$ cat src/esfc_pkg.sv
// esfc_pkg: widths, fixed-point constants and fit coefficients of the erfc-log filter
// no dependencies; imported by esfc_log2, esfc_sqrt, esfc_pow, esfc_poly and the top level
package esfc_pkg;

  localparam int IDX_W      = 10;
  localparam int ORDER_W    = 7;
  localparam int ATTN_W     = 16;
  localparam int CFG_IDX_W  = 2;
  localparam int CFG_DATA_W = 16;

  // configuration register indexes
  typedef enum logic [CFG_IDX_W-1:0] {REG_TOP, REG_LAG, REG_ORDER, REG_ATTN} reg_idx_t;

  // squared integers and their log2 in q24
  localparam int SQ_W       = 20;
  localparam int LOG_ROUNDS = 24;
  localparam int LOG_LAT    = LOG_ROUNDS + 1;
  localparam int LOG_W      = 5 + LOG_ROUNDS;

  // q30 quantities up to one
  localparam int Q_W        = 31;
  localparam int DIV_QW     = 31;

  localparam int Z2_W       = 36;
  localparam int Z_W        = 30;
  localparam int SQRT_STEPS = (Z2_W + 24) / 2;
  localparam int DEN_W      = 36;

  localparam int POLY_W     = 33;
  localparam int POLY_LAT   = 5;
  localparam int W_W        = 49;

  localparam logic [Q_W-1:0] Q30_ONE = 31'h4000_0000;
  localparam logic [29:0]    LN2_Q30 = 30'd744261118;
  localparam logic [28:0]    FIT_P   = 29'd351748265;

  localparam logic signed [POLY_W-1:0] FIT_A1 = 33'sd273621191;
  localparam logic signed [POLY_W-1:0] FIT_A2 = -33'sd305476044;
  localparam logic signed [POLY_W-1:0] FIT_A3 = 33'sd1526231383;
  localparam logic signed [POLY_W-1:0] FIT_A4 = -33'sd1560310108;
  localparam logic signed [POLY_W-1:0] FIT_A5 = 33'sd1139675401;

endpackage

$ cat src/esfc_sqrt.sv
// esfc_sqrt: pipelined integer square root of z2 scaled by 2^24, one result bit per stage
// depends on esfc_pkg
module esfc_sqrt import esfc_pkg::*; (
  input  logic            clk,
  input  logic [Z2_W-1:0] z2,
  output logic [Z_W-1:0]  z
);

  localparam int V_W = Z2_W + 24;

  logic [V_W-1:0] v_q    [SQRT_STEPS];
  logic [V_W-1:0] res_q  [SQRT_STEPS];
  logic [V_W-1:0] v_in   [SQRT_STEPS];
  logic [V_W-1:0] res_in [SQRT_STEPS];
  logic [V_W:0]   bitv   [SQRT_STEPS];
  logic [V_W:0]   sum    [SQRT_STEPS];
  logic           ge     [SQRT_STEPS];

  always_comb begin
    v_in[0]   = {z2, 24'b0};
    res_in[0] = '0;
    for (int j = 1; j < SQRT_STEPS; j++) begin
      v_in[j]   = v_q[j-1];
      res_in[j] = res_q[j-1];
    end
    for (int j = 0; j < SQRT_STEPS; j++) begin
      bitv[j] = (V_W+1)'(1) << (V_W - 2 - 2*j);
      sum[j]  = {1'b0, res_in[j]} + bitv[j];
      ge[j]   = {1'b0, v_in[j]} >= sum[j];
    end
  end

  always_ff @(posedge clk) begin
    for (int j = 0; j < SQRT_STEPS; j++) begin
      if (ge[j]) begin
        v_q[j]   <= v_in[j] - sum[j][V_W-1:0];
        res_q[j] <= (res_in[j] >> 1) + bitv[j][V_W-1:0];
      end else begin
        v_q[j]   <= v_in[j];
        res_q[j] <= res_in[j] >> 1;
      end
    end
  end

  assign z = res_q[SQRT_STEPS-1][Z_W-1:0];

endmodule

$ cat config.mk
export PLATFORM = sky130hd
export DESIGN_NAME = esfc_sqrt
export DESIGN_NICKNAME = d
export VERILOG_FILES = /design/src/esfc_pkg.sv /design/src/esfc_sqrt.sv
export SDC_FILE = /design/constraint.sdc
export NUM_CORES = 2
export LEC_CHECK = 0
export ABC_CLOCK_PERIOD_IN_PS = 6600
export BUFFER_PORTS_ARGS = -buffer_cell sky130_fd_sc_hd__buf_2
export CORE_ASPECT_RATIO = 1.4
export CORE_MARGIN = 1
export CORE_UTILIZATION = 30
export CTS_CLUSTER_SIZE = 24
export DETAILED_ROUTE_END_ITERATION = 12
export PLACE_DENSITY = 0.41
export SETUP_SLACK_MARGIN = 0.5
export SYNTH_ARGS = -nofsm -noshare
export SYNTH_HDL_FRONTEND = slang
export SYNTH_SLANG_ARGS = --single-unit
export TNS_END_PERCENT = 50
$ cat constraint.sdc
create_clock -name clk -period 6.6 [get_ports clk]
set_input_delay 1.32 -clock clk [delete_from_list [all_inputs] [get_ports clk]]
set_output_delay 1.32 -clock clk [all_outputs]
set_load 0.02 [all_outputs]
==> run_results.csv <==
group,metric,value,unit
status,status,"complete, no violations",
sta,period_minus_slack,4.480,ns
sta,worstMarginPinSlew,1.150,ns
pwr,p_leak,0.03555,uW
placed_design,hpwl,146100,um
drt,drt_wl_total,182500,um
grt,grt_pass1_wl,283900,um
sta,fin_hold_ws,0.2996,ns
setup_path,crit_path_end_kind,"register",
worst_hold_path,worst_hold_path.num_cells,0,
grt,grt_pass1_vias,52650,
floorplan,die_area,231700,um2
logic_synthesis,synthesis.nets,7854,
setup_path,worstPathMaxFanout,7,
pwr,pwr_density_cell,433.3,nW/um2
logic_synthesis,ys.warnings.count,0,
clocking,clkTransAtPathRegs,0.06,ns
drt,drc,0,
grt,grt.total_usage,15.41,%
drt,antenna_left,0,
logic_synthesis,ys_seq_area_share,47.34,%
placed_design,dp_cells,10330,
clocking,h-tree-depth,4,
setup_path,path_cells,"or3_1, or2_1, nor4_2, and4bb_1, a211oi_4, inv_2, o211ai_1, or4_1, nor4_1, xor2_1",
cells_and_area,area_growth,14.33,%
drt,initialDrtViolationCount,1969,
drt,wl_per_cell,17.14,um
job,drv_cap,0,
setup_path,cpPeakStageDelay,0.94,ns
logic_synthesis,yosys.area_share.simple,15.58,%
clocking,clock_path_buffers,4,
clocking,clock_sinks,1630,
floorplan,rows,207,
setup_path,reg2reg_from,"v_q[1][577]$_DFF_P_",
sta,fin_setup_tns,0,ns
clocking,hold_buffers,0,
setup_path,critPathKind,"register to register",
grt,antenna_found_initial,1,
cells_and_area,layout.nets,7999,
cells_and_area,instances_no_fill,10640,
pwr,vdd_drop_max,224.7,uV
logic_synthesis,synth_top_family_by_area,"simple AND/OR/NAND/NOR gates",
clocking,cts_setup_buffers,0,
floorplan,initial_utilization,30.28,%
sta,fin_worst_skew,0.08292,ns
setup_path,reg2reg_slack,2.12,ns
logic_synthesis,ys.flop_type,"dfxtp_1",
logic_synthesis,synth_cell_types,91,
setup_path,critical_path_buf_inv_count,1,
sta,maxSlewHeadroom,22.31,%
cells_and_area,layout-drive-gt1-share,6.633,%
placed_design,portBuffers,66,
sta,setup_viol,0,
sta,fmax,223.2,MHz
clocking,cts_resized,0,
sta,slew_viol_final,0,
logic_synthesis,synthArstFlopShare,0,%
logic_synthesis,synth.area.mux_share,0.7678,%
clocking,cts-root-buf,"clkbuf_16",
grt,grt_max_degree,50,
clocking,cts_tree,"yes",
logic_synthesis,synth_xor_area_share,9.110,%
floorplan,die_h,569.2,um
sta,final-hold-violation-count,0,
setup_path,cp.required,7.29,ns
worst_hold_path,min_to,"res_q[1][87]$_DFF_P_",
cells_and_area,layout_commonest_cell,"dfxtp_1",
logic_synthesis,synthesis.area,68940,um2
setup_path,cp-start-kind,"register",
cells_and_area,utilization,34.62,%
setup_path,cpLargestDelayFamily,"simple AND/OR/NAND/NOR gates",
setup_path,cp_slowest_cell,"nor4_2",
drt,vias_per_cell,4.731,
drt,via_count,50360,
drt,first_pass_iters,5,
setup_path,reg2reg_to,"v_q[1][657]$_DFF_P_",
logic_synthesis,synth_compound_area_share,14.30,%
floorplan,coreArea,227700,um2
setup_path,worst_ep_arrival_time,5.17,ns
placed_design,gp_congestion,0.8503,
logic_synthesis,synth_edf_count,0,
sta,grt_setup_unrepaired,"false",
sta,finalCritPeriodShare,67.87,%
floorplan,io_pins,67,
grt,grt-ovfl-total,0,
floorplan,die_w,407.1,um
logic_synthesis,synth.avg_cell_area,9.394,um2
worst_hold_path,hp-start,"res_q[1][28]$_DFF_P_",
logic_synthesis,syn_inst,7338,
logic_synthesis,ys_seq_elements,1630,
clocking,clock_latency,0.84,ns
clocking,numCtsBuffers,177,
setup_path,reg2regPathDepth,10,
pwr,fin_total_pwr,34150,uW
worst_hold_path,hp-class,"register to register",
cells_and_area,final_cell_mix,"dfxtp_1, inv_1, nand2_1",
logic_synthesis,synthAdderAreaFrac,8.814,%
[through the flow]
stage / area (um2) / setup WS, ns
after floorplan: 68940 / 3.195
after global placement: 72910 / 2.170
after detailed placement: 72910 / 2.208
after CTS: 78810 / 2.138
after global routing: 78820 / 1.894
final: 78820 / 2.120
[report_power, final]
group          leakage (uW)  internal [uW]  switching (uW)  total [uW]
clock               0.00290           6060            4000       10100
combinational        0.0191           4050            5230        9270
sequential           0.0136          12500            2350       14800
[sequential cells by signal (all words and copies together), names as in the netlist]
name   count
res_q    465
v_q     1165
[worst register-to-register path: cells and delay by family, from the launching register on]
kind	cells	cell delay [ns]
xor+xnor	1	0.17
simple gates	6	3.03
compound gates	2	0.43
flops	1	0.42
buf+inv	1	0.34
[cell type report]
cell class,count,area [um2]
Fill cell,23250,148800
Sequential cell,1630,32630
Inverter,607,2278
Multi-Input combinational cell,4961,33580
Clock buffer,244,5074
Antenna cell,1,2.502
Timing Repair Buffer,106,630.6
Clock inverter,65,828.3
Tap cell,3030,3791
[cells in the mapped netlist (all sizes together), types with 24 or more instances]
cell type  count  area share [%]
nand4         70            0.64
nor4         170             1.6
ha           468             8.5
o21ai        458             3.3
a211oi        51            0.57
nand2b       104            0.94
nor3         208             1.5
or2           36            0.33
or4           72            0.78
nand3        119            0.86
o21bai        48            0.52
and3          31            0.28
nand2        588             3.2
a31oi         32            0.29
inv          607             3.3
nor2         447             2.4
a21oi        453             3.3
a21o         170             1.9
nor2b         59            0.54
xnor2        355             4.5
mux2          39            0.64
and2          24            0.22
or3           92            0.85
clkbuf       124            0.68
o211ai        34            0.38
o21a          90            0.98
dfxtp       1630              47
nor4b         29            0.39
xor2         362             4.6
o31ai         54            0.59
[per-layer routing]
metal	GRT usage [%]	vias to the layer above	share of wire, %
met4	8.605	0	5.5
met2	32.65	750	57
met5	0	-	0
met1	13.56	23390	34
met3	1.810	455	2.6
li1	-	25760	-
[worst max-delay path by stage]
stage,end,slack [ns],depth (start not counted),from
floorplan,v_q[1][586]$_DFF_P_,3.20,12,v_q[1][490]$_SDFF_PP0_
global placement,v_q[1][657]$_DFF_P_,2.17,10,v_q[1][577]$_DFF_P_
detailed placement,v_q[1][657]$_DFF_P_,2.21,10,v_q[1][577]$_DFF_P_
CTS,v_q[1][591]$_DFF_P_,2.14,12,res_q[1][493]$_DFF_P_
global route,v_q[1][715]$_DFF_P_,1.89,14,res_q[1][613]$_DFF_P_
finish,v_q[1][657]$_DFF_P_,2.12,10,v_q[1][577]$_DFF_P_
[kinds of logic after synthesis]
family          count (synthesis)
fa+ha+maj                     479
mux                            48
xor+xnor                      717
buf+inv                       747
simple gates                 2131
flops                        1630
compound gates               1586
Power figures use the tool's default switching activity.
