**config.mk**
```make
export PLATFORM = sky130hd
export DESIGN_NAME = esfc_div
export DESIGN_NICKNAME = d
export VERILOG_FILES = /design/src/esfc_div.sv
export SDC_FILE = /design/constraint.sdc
export NUM_CORES = 2
export LEC_CHECK = 0
export BUFFER_PORTS_ARGS = -buffer_cell sky130_fd_sc_hd__buf_2
export CORE_ASPECT_RATIO = 1.25
export CORE_MARGIN = 2
export CORE_UTILIZATION = 64
export DETAILED_ROUTE_END_ITERATION = 8
export GPL_ROUTABILITY_DRIVEN = 0
export MAX_ROUTING_LAYER = met4
export PLACE_DENSITY = 0.93
export SYNTH_ARGS = -nofsm -noshare
export SYNTH_HDL_FRONTEND = slang
export SYNTH_SLANG_ARGS = --single-unit
export TNS_END_PERCENT = 1
```
**constraint.sdc**
```tcl
create_clock -name clk -period 5.3 [get_ports clk]
set_input_delay 0 -clock clk [delete_from_list [all_inputs] [get_ports clk]]
set_output_delay 0 -clock clk [all_outputs]
set_load 0.02 [all_outputs]
```
**src/esfc_div.sv**
```systemverilog
// esfc_div: pipelined restoring divider, one quotient bit per stage
// no dependencies; quotient must fit QUO_W bits
module esfc_div #(
  parameter int NUM_W = 50,
  parameter int DIV_W = 20,
  parameter int QUO_W = 31
) (
  input  logic             clk,
  input  logic [NUM_W-1:0] num,
  input  logic [DIV_W-1:0] den,
  output logic [QUO_W-1:0] quo
);

  localparam int CW = (NUM_W > DIV_W + QUO_W) ? NUM_W : DIV_W + QUO_W;

  logic [CW-1:0]    rem_q  [QUO_W];
  logic [DIV_W-1:0] den_q  [QUO_W];
  logic [QUO_W-1:0] quo_q  [QUO_W];
  logic [CW-1:0]    rem_in [QUO_W];
  logic [DIV_W-1:0] den_in [QUO_W];
  logic [QUO_W-1:0] quo_in [QUO_W];
  logic [CW-1:0]    dsh    [QUO_W];
  logic             ge     [QUO_W];

  always_comb begin
    rem_in[0] = CW'(num);
    den_in[0] = den;
    quo_in[0] = '0;
    for (int j = 1; j < QUO_W; j++) begin
      rem_in[j] = rem_q[j-1];
      den_in[j] = den_q[j-1];
      quo_in[j] = quo_q[j-1];
    end
    for (int j = 0; j < QUO_W; j++) begin
      dsh[j] = CW'(den_in[j]) << (QUO_W - 1 - j);
      ge[j]  = rem_in[j] >= dsh[j];
    end
  end

  always_ff @(posedge clk) begin
    for (int j = 0; j < QUO_W; j++) begin
      rem_q[j] <= ge[j] ? rem_in[j] - dsh[j] : rem_in[j];
      den_q[j] <= den_in[j];
      quo_q[j] <= {quo_in[j][QUO_W-2:0], ge[j]};
    end
  end

  assign quo = quo_q[QUO_W-1];

endmodule

```
==> summary.txt, run 1 <==
Synth Cell Area: 0.1019 mm2
IO Port Bufs: 101
synthesized-area fraction occupied by xor and xnor cells: 7.777%
Root Driver: clkbuf_16
Net Count, Synth: 11,010
GRT Total Usage: 44.69%
Adder-Cell Fraction of Synth Area: 8.200%
Post-Place Worst Slack: 1.219 ns
vias in the first global route: 96,890
wire length of the first global-routing pass: 546.8 mm
main combinational cell family by area after synthesis: simple AND/OR/NAND/NOR gates
Synth Area in Compound Gates: 12.53%
error msg: [ERROR GRT-0116] Global routing finished with congestion. Check the congestion regions in the DRC Viewer.
asr flop ratio synth: 0%
CTS buffer count: 221
Last stage: global routing
Initial Util: 64.49%
pin count of the biggest net entering global routing: 51
most area-consuming cells after synthesis: dfxtp_1 52%, ha_1 7.6%, xnor2_1 4.3%
H-Tree Level Count: 4
grt total ovfl: 7
share of the synthesized area in the top cell type: 51.58%
hpwl dp: 196.5 mm
top_reg_cell synth: dfxtp_1
simple-gate share of the synthesized area: 14.59%
Post-synth EDFFs: 0
Post-Synthesis Cells: 10,290
Die Y: 450.2 um
Post-Syn Area per Cell: 9.905 um2
post-synth top area cell: dfxtp_1
Seq cells post-synth: 2,626
Clock Path Buffers: 3
Die W: 360.9 um
mux cell area share after synthesis: 1.570%
clock sink count: 2,626
status: stopped before the end
IO Pins: 102
Ys Warns: 0
Core Rows: 163
CTS resizes: 0
sequential share of the synthesized area: 51.58%
Netlist cell types: 92
## cell usage after synthesis (all sizes together) (52+ instances only)
cell / n
ha: 620
nor2b: 95
nand2: 682
xnor2: 497
o31ai: 60
o21a: 94
or2: 52
dfxtp: 2626
nor2: 678
mux2: 135
a21o: 264
or4: 69
xor2: 408
a211oi: 64
nand4: 132
nand3: 187
inv: 816
a31oi: 64
o21ai: 508
nand2b: 103
o21bai: 54
or3: 119
and3: 65
clkbuf: 167
nor4: 211
nor3: 280
a21oi: 624
## routing by layer
layer,overflow,track usage [%]
met5,-,-
met4,5,48.33
met3,1,22.22
met2,1,66.58
met1,0,39.08
## kinds of logic after synthesis
| family | count (synthesis) |
|---|---|
| AND/OR/NAND/NOR | 2919 |
| flip-flops | 2626 |
| AO/OA/AOI/OAI | 2040 |
| buffers and inverters | 1007 |
| XOR/XNOR | 905 |
| adder cells (fa/ha/maj) | 650 |
| multiplexers | 143 |
## timing repair
| action | in CTS |
|---|---|
| hold buffers | 149 |
| setup buffers | 0 |
| endpoints found under the hold margin | 72 |
| endpoints found under the setup margin | 0 |
## stage by stage
step	std cells	cell area, um2	util, %
detailed placement	12300	104600	66.20
global placement	12300	104600	66.20
CTS	12860	114100	72.19
floorplan	10290	101900	-
==> inputs of run 2 (changes only) <==
CORE_ASPECT_RATIO = unset   (was 1.25)
CORE_UTILIZATION = 40   (was 64)
MAX_ROUTING_LAYER = unset   (was met4)
PLACE_DENSITY = unset   (was 0.93)
PLACE_DENSITY_LB_ADDON = 0.15   (was unset)
==> run 2 against run 1 <==
The flow now finishes without violations. Area after synthesis did not move. Synthesized cell count did not move.
==> summary.txt, run 2 <==
R2R setup slack: 1.00 ns
Final Core Density: 46.30%
Clock Skew: 0.1021 ns
drt via density: 5.123
WHS Path Cells: 4
measured slew at the worst slew-check pin: 1.278 ns
Min Hold Slack: 0.1480 ns
Netlist cell types: 92
setup bufs post-CTS: 0
Top reg by flops: rem_q
CTS buffer count: 292
vias in the first global route: 72,380
Final setup viols: 0
pin count of the biggest net entering global routing: 51
IO Pins: 102
relative slew slack: 13.61%
Ys Warns: 0
status: finished, final reports clean
Post-Synthesis Cells: 10,290
critical path class: flop to flop
Die Y: 508.8 um
Crit path largest cell delay: 1.05 ns
Placed Instances: 13,600
pwr dens: 642.3 mW/mm2
Vias: 73,030
post-synth top area cell: dfxtp_1
max-cap violation count: 0
Clock Path Buffers: 4
Root Driver: clkbuf_16
asr flop ratio synth: 0%
Die W: 508.8 um
Final Hold Viols: 0
CP arrival: 5.05 ns
Post-synth EDFFs: 0
layout cells sized above 1: 7.773%
CP Data Required Time: 6.06 ns
largest registers: rem_q x1530, den_q x600, quo_q x496
setup tns final: 0 ns
Clock Latency Late Sink: 0.96 ns
wire length of the first global-routing pass: 401.7 mm
crit path max fanout: 7
Seq cells post-synth: 2,626
GRT Total Usage: 19.48%
Max Slew Vio Count: 0
Net Count, Synth: 11,010
Top delay family on crit path: compound AO/OA/AOI/OAI gates
fmax: 232.7 MHz
top_reg_cell synth: dfxtp_1
Clk pin slew, worst setup/hold paths: 0.06 ns
Post-Syn Area per Cell: 9.905 um2
Startpoint Class: flop
minimum clock period after layout: 4.297 ns
Post-CTS Hold Buffers: 154
CTS resizes: 0
commonest non-fill, non-tap cell in the layout: dfxtp_1
crit-path cells: inv_1, ha_1, a21oi_1, o21bai_1, a2111oi_0, nor3_1, o41a_1, o21ai_0, nor4b_1, nand2_1, xnor2_1
CP max-delay cell: nor4b_1
most area-consuming cells after synthesis: dfxtp_1 52%, ha_1 7.6%, xnor2_1 4.3%
Detailed Route WL: 256.3 mm
Core Rows: 185
worst path bufs/invs: 1
Die ar.: 0.2589 mm2
R2R depth: 11
Leakage: 0.05034 uW
Worst setup EP type: flop
Final ANT Viol Nets: 0
share of the synthesized area in the top cell type: 51.58%
CTS tree: done
routed len/inst: 17.98 um
core area: 0.2537 mm2
grt total ovfl: 0
fin crit share: 81.07%
hpwl dp: 199.6 mm
Post-synth top cells: 2,626 x dfxtp_1, 815 x inv_1, 682 x nand2_1
initial antenna violation count: 13
residual DRC count: 0
CP Depth: 11
drt first-iter violations: 4,739
commonest non-fill, non-tap cells in the layout: 2,626 x dfxtp_1, 815 x inv_1, 682 x nand2_1
H-Tree Level Count: 5
Initial Util: 40.18%
most common cell in the netlist: dfxtp_1
P&R area growth vs syn: 15.24%
clock sink count: 2,626
NumNets Final: 11,410
sequential share of the synthesized area: 51.58%
Synth Cell Area: 0.1019 mm2
IO Port Bufs: 101
maximum vdd drop: 0.0003895 V
RSZ-0062 raised after global routing: false
hold crit path type: input port to flop
post-route insts no fill: 14,260
Largest register FFs: 1,530
drt first pass iters: 5
==> run 2: stage by stage <==
stage | total power (uW) | instance area (um2) | setup WS [ns]
after detailed placement | 55470 | 106300 | 1.203
after floorplan | 47800 | 101900 | 1.782
after CTS | 75970 | 117400 | 1.197
final | 75440 | 117500 | 1.003
after global routing | 80340 | 117400 | 0.7334
after global placement | 55190 | 106300 | 1.190
==> run 2: cell families (layout without fill, tap and decap cells) <==
group,Yosys count,in the layout,synth area share [%]
adders and majority gates,650,650,8.200
xor gates and xnor gates,905,905,7.777
muxes,143,143,1.570
other,0,5,0
AOI/OAI and AO/OA,2040,2040,12.53
and+or+nand+nor,2919,2919,14.59
buffers and inverters,1007,1601,3.747
DFF,2626,2626,51.58
==> run 2: path summary, 6_finish.rpt <==
kind | from | to
hold reg to reg | quo_q[1][73]$_DFF_P_ | quo_q[1][105]$_DFF_P_
setup reg to reg | den_q[0][303]$_DFF_P_ | rem_q[1][38]$_DFF_P_
hold / removal | den[0] | rem_q[0][30]$_DFF_P_
setup / recovery | den_q[0][303]$_DFF_P_ | rem_q[1][38]$_DFF_P_
==> run 2: cell type report <==
cell class | count | area (um2)
multi-input combinational | 6657 | 45660
clock buffer | 384 | 8177
tap | 3366 | 4212
clock inverter | 109 | 1421
inverter | 816 | 3063
fill | 23750 | 136200
sequential | 2626 | 52570
antenna | 5 | 12.51
timing repair buffer | 292 | 2337
==> run 2: report_power, final <==
part | switching, uW | leakage [uW] | internal [uW] | total, uW
logic | 14500 | 0.0236 | 11600 | 26100
clock network | 7830 | 0.00468 | 12200 | 20000
registers | 4360 | 0.0220 | 25000 | 29400
==> run 2: worst min-delay path, stage by stage <==
cell and delay [ns]:
dlygate4sd3_1 0.52, buf_2 0.12, ha_1 0.25, mux2i_1 0.11
==> run 2: routing by layer <==
| metal | vias to the layer above | wire (um) | global-route usage (%) | share of wire (%) |
|---|---|---|---|---|
| met4 | 2 | 8750 | 6.837 | 3.4 |
| met1 | 34330 | 109100 | 23.67 | 43 |
| met2 | 1708 | 127700 | 35.11 | 50 |
| met5 | - | 12 | 0 | 0.0047 |
| met3 | 502 | 10700 | 2.432 | 4.2 |
| li1 | 36480 | - | - | - |
No activity file was read; power rests on OpenSTA's default activity.
